===== config.mk =====
export PLATFORM = sky130hd
export DESIGN_NAME = khs_ctrl
export DESIGN_NICKNAME = d
export VERILOG_FILES = /design/src/khs_pkg.sv /design/src/khs_ctrl.sv
export SDC_FILE = /design/constraint.sdc
export NUM_CORES = 1
export LEC_CHECK = 0
export BUFFER_PORTS_ARGS = -buffer_cell sky130_fd_sc_hd__buf_2
export CAP_MARGIN = 0
export CORE_AREA = 3 3 40 42
export CTS_CLUSTER_SIZE = 25
export DETAILED_ROUTE_END_ITERATION = 8
export DIE_AREA = 0 0 43 45
export PLACE_DENSITY = 0.47
export SLEW_MARGIN = 20
export SYNTH_ARGS = -nofsm -noshare
export SYNTH_HDL_FRONTEND = slang
export SYNTH_SLANG_ARGS = --single-unit

===== constraint.sdc =====
create_clock -name clock -period 3.1 [get_ports clock]
set_input_delay 0 -clock clock [delete_from_list [all_inputs] [get_ports clock]]
set_output_delay 0 -clock clock [all_outputs]
set_load 0.03 [all_outputs]

===== src/khs_pkg.sv =====
// Shared constants, payload types and control structs for the keyed handler stack.
package khs_pkg;

   localparam int STACK_DEPTH = 64;
   localparam int KEY_BITS    = 16;
   localparam int ID_BITS     = 32;

   localparam int KEY_W = (KEY_BITS < 16) ? KEY_BITS : 16;
   localparam int ID_W  = (ID_BITS < 32) ? ID_BITS : 32;
   localparam int IDX_W = (STACK_DEPTH > 1) ? $clog2(STACK_DEPTH) : 1;
   localparam int PTR_W = $clog2(STACK_DEPTH + 1);
   localparam int CMP_W = (PTR_W > 7) ? PTR_W : 7;

   localparam logic [1:0] OP_PUSH   = 2'd0;
   localparam logic [1:0] OP_POP    = 2'd1;
   localparam logic [1:0] OP_LOOKUP = 2'd2;
   localparam logic [1:0] OP_TRUNC  = 2'd3;

   typedef struct packed {
      logic [1:0]  kind;
      logic [15:0] cond_key;
      logic [31:0] handler_num;
      logic [63:0] handler_addr_in;
      logic [63:0] capture_in;
      logic [6:0]  new_depth;
   } req_type;

   typedef struct packed {
      logic        status;
      logic        found;
      logic [31:0] handler_num_out;
      logic [63:0] handler_addr_out;
      logic [63:0] capture_out;
      logic [6:0]  depth_now;
   } rsp_type;

   typedef struct packed {
      logic [KEY_W-1:0] key;
      logic [ID_W-1:0]  handler;
      logic [63:0]      addr;
      logic [63:0]      capture;
   } entry_type;

   localparam int ENTRY_W = $bits(entry_type);

   typedef struct packed {
      logic accept;
      logic scan;
      logic shift;
      logic pop_done;
      logic load_rsp;
   } cmd_type;

   typedef struct packed {
      logic hit;
      logic scan_end;
      logic shift_end;
      logic rsp_free;
   } stat_type;

endpackage


===== src/khs_ctrl.sv =====
// Sequencer for the keyed handler stack: accept, search, shift, respond.
module khs_ctrl (
   input  logic              clock,
   input  logic              reset,
   input  logic              req_valid,
   input  logic [1:0]        req_kind,
   input  khs_pkg::stat_type stat,
   output logic              req_ready,
   output khs_pkg::cmd_type  cmd
);

   localparam logic [1:0] ST_IDLE   = 2'd0;
   localparam logic [1:0] ST_SEARCH = 2'd1;
   localparam logic [1:0] ST_SHIFT  = 2'd2;
   localparam logic [1:0] ST_RESP   = 2'd3;

   logic [1:0] state_ff, state_in;
   logic [1:0] kind_ff, kind_in;

   always_comb begin
      state_in  = state_ff;
      kind_in   = kind_ff;
      req_ready = 1'b0;
      cmd       = '0;
      unique case (state_ff)
         ST_IDLE: begin
            req_ready = 1'b1;
            if (req_valid) begin
               cmd.accept = 1'b1;
               kind_in    = req_kind;
               if (req_kind == khs_pkg::OP_POP || req_kind == khs_pkg::OP_LOOKUP) begin
                  state_in = ST_SEARCH;
               end else begin
                  state_in = ST_RESP;
               end
            end
         end
         ST_SEARCH: begin
            cmd.scan = 1'b1;
            priority if (stat.hit) begin
               state_in = (kind_ff == khs_pkg::OP_POP) ? ST_SHIFT : ST_RESP;
            end else if (stat.scan_end) begin
               state_in = ST_RESP;
            end
         end
         ST_SHIFT: begin
            cmd.shift = 1'b1;
            if (stat.shift_end) begin
               cmd.pop_done = 1'b1;
               state_in     = ST_RESP;
            end
         end
         ST_RESP: begin
            if (stat.rsp_free) begin
               cmd.load_rsp = 1'b1;
               state_in     = ST_IDLE;
            end
         end
         default: state_in = ST_IDLE;
      endcase
   end

   always_ff @(posedge clock) begin
      if (reset) begin
         state_ff <= ST_IDLE;
      end else begin
         state_ff <= state_in;
      end
      kind_ff <= kind_in;
   end

endmodule


==> flow_summary_export.csv, run 1 <==
group,metric,value,unit
floorplan,io_pins,15,
routing,finalWirelength,600,um
sta,period_share,49.99,%
clock_tree,cts_root_buf,"clkbuf_4",
pwr,power.density,917.4,nW/um^2
grt,grt_antenna_before_repair,0,
grt,groute.usage.overall,7.417,%
critical_path,crit_path_end_kind,"flop",
critical_path,path_delay_family,"simple AND/OR/NAND/NOR gates",
critical_path,path_cells,"inv_1 -> ha_1 -> or3b_1 -> and4_4 -> a32o_1",
grt,grt_max_degree,6,
placed_design,dp_slack,1561,ps
pwr,seq_power_share,22.3,%
critical_path,cpMaxStageDelayCell,"or3b_1",
flow_run,drv_cap,0,
logic_synthesis,muxShareOfSynthArea,3.376,%
logic_synthesis,synth_flop_cell,"edfxtp_1",
sta,clock_skew,2.165,ps
pwr,ir_worst_vdd,0.2895,mV
critical_path,critical_path_buf_inv_count,1,
grt,grt_pass1_wl,1028,um
placed_design,port_buffers,14,
logic_synthesis,synthAdderAreaFrac,16.88,%
logic_synthesis,yosys.area.top_type_share,20.25,%
critical_path,crit_path_max_incr_delay,380,ps
clock_tree,cts-resized-gates,0,
clock_tree,cts_made_buffers,3,
placed_design,dp_hpwl,509.6,um
final_layout,num_antenna_cells,0,
logic_synthesis,synth_nets,42,
routing,viasPerCell,4.308,
sta,fmax,645.3,MHz
critical_path,path_max_fanout,5,
sta,timing.slew.headroom,87.47,%
logic_synthesis,synth_edf_count,2,
logic_synthesis,yosys_warnings,0,
critical_path,required,3220,ps
routing,ant_nets,0,
logic_synthesis,synth_top_area_cell,"edfxtp_1",
floorplan,initial_core_util,23.08,%
logic_synthesis,syn_area_per_cell,10.23,um^2
sta,worst_pin_slew,186.8,ps
floorplan,fp.coreArea,1285,um^2
routing,vias,280,
critical_path,path_class,"reg -> reg",
logic_synthesis,syn_area,296.5,um^2
clock_tree,clk_path_buf_depth,2,
logic_synthesis,synthSimpleGateAreaFrac,23.63,%
routing,firstDrtPassIters,4,
final_layout,multi_input_area,181.4,um^2
clock_tree,ctsHtreeMaxLevel,1,
hold_path,hold_path_class,"in -> reg",
grt,grt-ovfl-total,0,
clock_tree,cts_sinks,4,
final_layout,nNetsFinal,64,
final_layout,drive_above_1_share,36.00,%
sta,setup_viol,0,
sta,period_minus_slack,1550,ps
critical_path,arrival,1670,ps
pwr,pwr-share-clk,17.4,%
sta,hold_viol_final,0,
logic_synthesis,synth_top_family_by_area,"simple AND/OR/NAND/NOR gates",
sta,fin_hold_ws,149.6,ps
outcome,outcome,"complete, no violations",
floorplan,die_y,45,um
floorplan,die_area,1935,um^2
sta,rsz0062_at_grt,"no",
routing,drc,0,
pwr,p_sw_share,45.04,%
final_layout,areaGrowthSynthToFinish,48.95,%
placed_design,gp_congestion,0.7220,
final_layout,fin_area,441.7,um^2
pwr,p_sw,0.0001825,W
logic_synthesis,ys_seq_area_share,33.76,%
pwr,pwr-share-comb,60.3,%
grt,grt_pass1_vias,277,
clock_tree,clk_pin_slew_worst_paths,40,ps
pwr,power,0.0004052,W
logic_synthesis,syn_inst,29,
sta,maxSlewViolCount,0,
final_layout,fill_cells,141,
sta,worst_slack,1550,ps
clock_tree,cts_tree,"yes",
logic_synthesis,ys_ff_latch,4,
floorplan,rows,13,
logic_synthesis,yosys-top-cells-area,"edfxtp_1, ha_1, dfxtp_1",
floorplan,die_w,43,um
routing,wl_per_cell,9.231,um
placed_design,dpl-instance-area,385.4,um^2
critical_path,start_kind,"flop",
clock_tree,clock_latency,230,ps
pwr,power.leakage,0.2182,nW
sta,finalSetupTns,0,ps
final_layout,seq_area,100.1,um^2
routing,drt_iter0_markers,5,
logic_synthesis,synth-xor-area-share,2.954,%
logic_synthesis,yosys-top-cells-count,"ha_1, inv_1, and2_1, nand2b_1",
logic_synthesis,synth_compound_area_share,14.35,%
logic_synthesis,synth_cell_types,17,
pwr,p_int,0.0002227,W
logic_synthesis,synthArstFlopShare,0,%
[cell families after synthesis]
group / Yosys count
adder cells (fa/ha/maj): 4
multiplexers: 1
AND/OR/NAND/NOR: 10
flip-flops: 4
XOR/XNOR: 1
AO/OA/AOI/OAI: 5
buffers and inverters: 4
[through the flow]
step | instances | util (%)
2_1_floorplan | 29 | -
3_3_place_gp | 58 | 29.99
3_5_place_dp | 58 | 29.99
4_1_cts | 65 | 34.37
5_1_grt | 65 | 34.37
6_report | 65 | 34.37
[final cells by class]
type | instances | share of cell area, %
Multi-Input combinational cell | 21 | 41.08
Sequential cell | 4 | 22.66
Timing Repair Buffer | 17 | 22.66
Clock buffer | 4 | 5.949
Tap cell | 15 | 4.249
Inverter | 4 | 3.399
[power by group through the flow]
stage / clock [W] / combinational [W] / sequential [W]
finish: 0.0000704 / 0.000244 / 0.0000903
detailed placement: 0 / 0.000243 / 0.0000908
global route: 0.0000775 / 0.000268 / 0.0000931
CTS: 0.0000730 / 0.000247 / 0.0000899
floorplan: 0 / 0.000196 / 0.0000875
global placement: 0 / 0.000247 / 0.0000917
[path summary, 6_finish.rpt]
check	to	slack, ps	from	cells after the start
worst max-delay path	state_ff[0]	1550	state_ff[1]	5
worst min-delay path	kind_ff[0]	150	req_valid	2
worst max register to register	state_ff[0]	1550	state_ff[1]	5
worst min register to register	state_ff[1]	650	state_ff[1]	2
[sequential cells by signal, indices dropped and copies added (netlist names)]
| name | flops |
|---|---|
| kind_ff | 2 |
| state_ff | 2 |
[timing repair]
item / 4_1_cts / 5_1_grt
setup buffers: 0 / 0
endpoints found under the hold margin: 3 / 0
hold buffers: 3 / 0
[layer usage]
metal / global-route usage (%) / up-vias / wire length, um
met3: 3.586 / 4 / 60
met5: 0 / - / 0
met1: 7.971 / 119 / 280
li1: - / 145 / -
met4: 5.422 / 0 / 24
met2: 11.38 / 12 / 234
[placed cells by master, fill, tap and decap left out, types with 2 or more instances in the layout]
| cell type | synthesis | final |
|---|---|---|
| nand2b_1 | 3 | 3 |
| edfxtp_1 | 2 | 2 |
| dlygate4sd3_1 | 0 | 3 |
| and2_1 | 3 | 3 |
| buf_2 | 0 | 14 |
| inv_1 | 4 | 4 |
| clkbuf_4 | 0 | 3 |
| ha_1 | 4 | 4 |
| dfxtp_1 | 2 | 2 |
Power figures use the tool's default switching activity.
==> inputs of run 2 (changes only) <==
ABC_AREA = 1   (was default)
clock period = 1.5 ns   (was 3.1 ns; I/O delays follow)
==> run 2 against run 1 <==
  * Worst hold slack got worse by 24 ps
  * Global-route usage is essentially flat
  * Sequential share of layout area is 0.19 points higher
  * First-iteration DRC count increased by 140%
  * Final cell count increased by 22%
  * Via count grew 14%
  * Non-clock buffer count unchanged
  * Largest power group unchanged
  * Die area unchanged
==> flow_summary_export.csv, run 2 <==
group,metric,value,unit
outcome,outcome,"complete, no violations",
sta,rsz0062_at_grt,"no",
logic_synthesis,ys_ff_latch,4,
critical_path,r2r-start,"state_ff[0]",
final_layout,multi_input_area,155.1,um^2
routing,drc,0,
sta,clock_skew,7.026,ps
sta,hold_viol_final,0,
sta,fmax,781.0,MHz
clock_tree,cts_made_buffers,3,
clock_tree,ctsHtreeMaxLevel,1,
clock_tree,cts-resized-gates,0,
grt,grt_pass1_wl,972,um
critical_path,required,1620,ps
logic_synthesis,yosys-top-cells-area,"edfxtp_1, ha_1, nand2_1",
final_layout,final_cell_mix,"buf_2, nand2_1, inv_1, ha_1",
logic_synthesis,synth_edf_count,2,
hold_path,hold_path_class,"in -> reg",
routing,vias,318,
sta,worst_pin_slew,177.2,ps
placed_design,port_buffers,14,
clock_tree,clk_pin_slew_worst_paths,40,ps
grt,grt_max_degree,6,
sta,period_minus_slack,1280,ps
logic_synthesis,ys_seq_area_share,34.19,%
logic_synthesis,syn_area_per_cell,6.809,um^2
final_layout,nNetsFinal,78,
critical_path,arrival,1400,ps
floorplan,rows,13,
logic_synthesis,yosys.area.top_type_share,20.51,%
final_layout,drive_above_1_share,28.13,%
sta,timing.slew.headroom,88.11,%
pwr,power.density,1778,nW/um^2
grt,grt-ovfl-total,0,
logic_synthesis,synthMostInstantiatedCell,"nand2_1",
grt,grt_pass1_vias,258,
placed_design,dp_hpwl,503.1,um
placed_design,gp_congestion,0.7086,
logic_synthesis,muxShareOfSynthArea,0,%
placed_design,placedCellCount,72,
grt,grt_antenna_before_repair,0,
routing,wl_per_cell,8.139,um
logic_synthesis,synth_compound_area_share,10.26,%
sta,finalSetupTns,0,ps
clock_tree,cts_sinks,4,
pwr,power.leakage,0.2555,nW
logic_synthesis,synthAdderAreaFrac,17.09,%
critical_path,critical_path.startpoint,"state_ff[0]",
sta,fin_hold_ws,125.9,ps
final_layout,reg.largest.list,"kind_ff: 2 flops, state_ff: 2 flops",
logic_synthesis,synth_cell_types,11,
final_layout,num_antenna_cells,0,
clock_tree,clock_latency,240,ps
routing,drt_iter0_markers,12,
floorplan,die_y,45,um
logic_synthesis,synth_top_family_by_area,"simple AND/OR/NAND/NOR gates",
routing,ant_nets,0,
floorplan,initial_core_util,22.78,%
final_layout,areaGrowthSynthToFinish,49.57,%
sta,period_share,85.36,%
hold_path,worstHoldStart,"req_valid",
sta,setup_viol,0,
final_layout,seq_area,100.1,um^2
routing,viasPerCell,4.025,
routing,finalWirelength,643,um
logic_synthesis,synthSimpleGateAreaFrac,25.64,%
pwr,ir_worst_vdd,0.5597,mV
logic_synthesis,yosys_warnings,0,
floorplan,fp.coreArea,1285,um^2
grt,groute.usage.overall,7.429,%
critical_path,path_class,"reg -> reg",
logic_synthesis,syn_inst,43,
clock_tree,post_cts_buffers,0,
critical_path,start_kind,"flop",
pwr,power,0.0007785,W
logic_synthesis,yosys-top-cells-count,"nand2_1, inv_1, ha_1",
critical_path,crit_path_end_kind,"flop",
clock_tree,cts_tree,"yes",
final_layout,final_cells,79,
logic_synthesis,synth-xor-area-share,0,%
clock_tree,cts_root_buf,"clkbuf_4",
floorplan,die_w,43,um
routing,firstDrtPassIters,4,
logic_synthesis,synth_nets,56,
logic_synthesis,synthArstFlopShare,0,%
clock_tree,clk_path_buf_depth,2,
flow_run,drv_cap,0,
floorplan,io_pins,15,
logic_synthesis,synth_flop_cell,"edfxtp_1",
floorplan,die_area,1935,um^2
final_layout,layout_commonest_cell,"buf_2",
critical_path,path_max_fanout,5,
logic_synthesis,syn_area,292.8,um^2
logic_synthesis,synth_top_area_cell,"edfxtp_1",
sta,maxSlewViolCount,0,
final_layout,fill_cells,151,
-- run 2: area by class of cell --
class / count / share of cell area (%)
Clock buffer: 4 / 6.000
Sequential cell: 4 / 22.86
Multi-Input combinational cell: 29 / 35.43
Tap cell: 15 / 4.286
Inverter: 10 / 8.571
Timing Repair Buffer: 17 / 22.86
-- run 2: per-stage QoR --
stage	util [%]	instance area, um^2	setup WS, ps
final	34.08	437.9	219.6
after global routing	34.08	437.9	81.66
after CTS	34.08	437.9	202.5
after detailed placement	29.70	381.6	223.9
after global placement	29.70	381.6	229.3
after floorplan	-	292.8	27.60
-- run 2: critical path, stage by stage, from the launching register on --
cell	delay, ps
dfxtp_1	380
inv_1	100
ha_1	250
inv_2	80
o21ai_1	80
o21ai_0	190
a21oi_1	80
-- run 2: what timing repair did --
| action | 4_1_cts | 5_1_grt |
|---|---|---|
| endpoints found under the hold margin | 4 | 0 |
| hold buffers | 3 | 0 |
| endpoints found under the setup margin | 0 | 0 |
-- run 2: logic make-up (layout without fill, tap and decap cells) --
group	after synthesis	after routing
adder cells (fa/ha/maj)	4	4
AND/OR/NAND/NOR	19	19
AO/OA/AOI/OAI	6	6
flip-flops	4	4
buffers and inverters	10	31
-- run 2: path summary, 6_finish.rpt --
kind | to | slack [ps] | cells after the start
worst max-delay path | state_ff[1] | 220 | 6
worst min-delay path | kind_ff[0] | 130 | 3
worst max register to register | state_ff[1] | 220 | 6
worst min register to register | state_ff[0] | 540 | 2
-- run 2: layer usage --
metal | routed length, um | track usage (%)
met1 | 255 | 7.524
met2 | 331 | 11.08
met3 | 55 | 3.586
met4 | 0 | 7.229
met5 | 0 | 0
-- run 2: power by group --
part | internal [W] | leakage, nW | switching, W | total (W)
sequential | 0.000156 | 0.0356 | 0.0000306 | 0.000187
clock | 0.000100 | 0.0150 | 0.0000467 | 0.000147
combinational | 0.000146 | 0.205 | 0.000298 | 0.000445
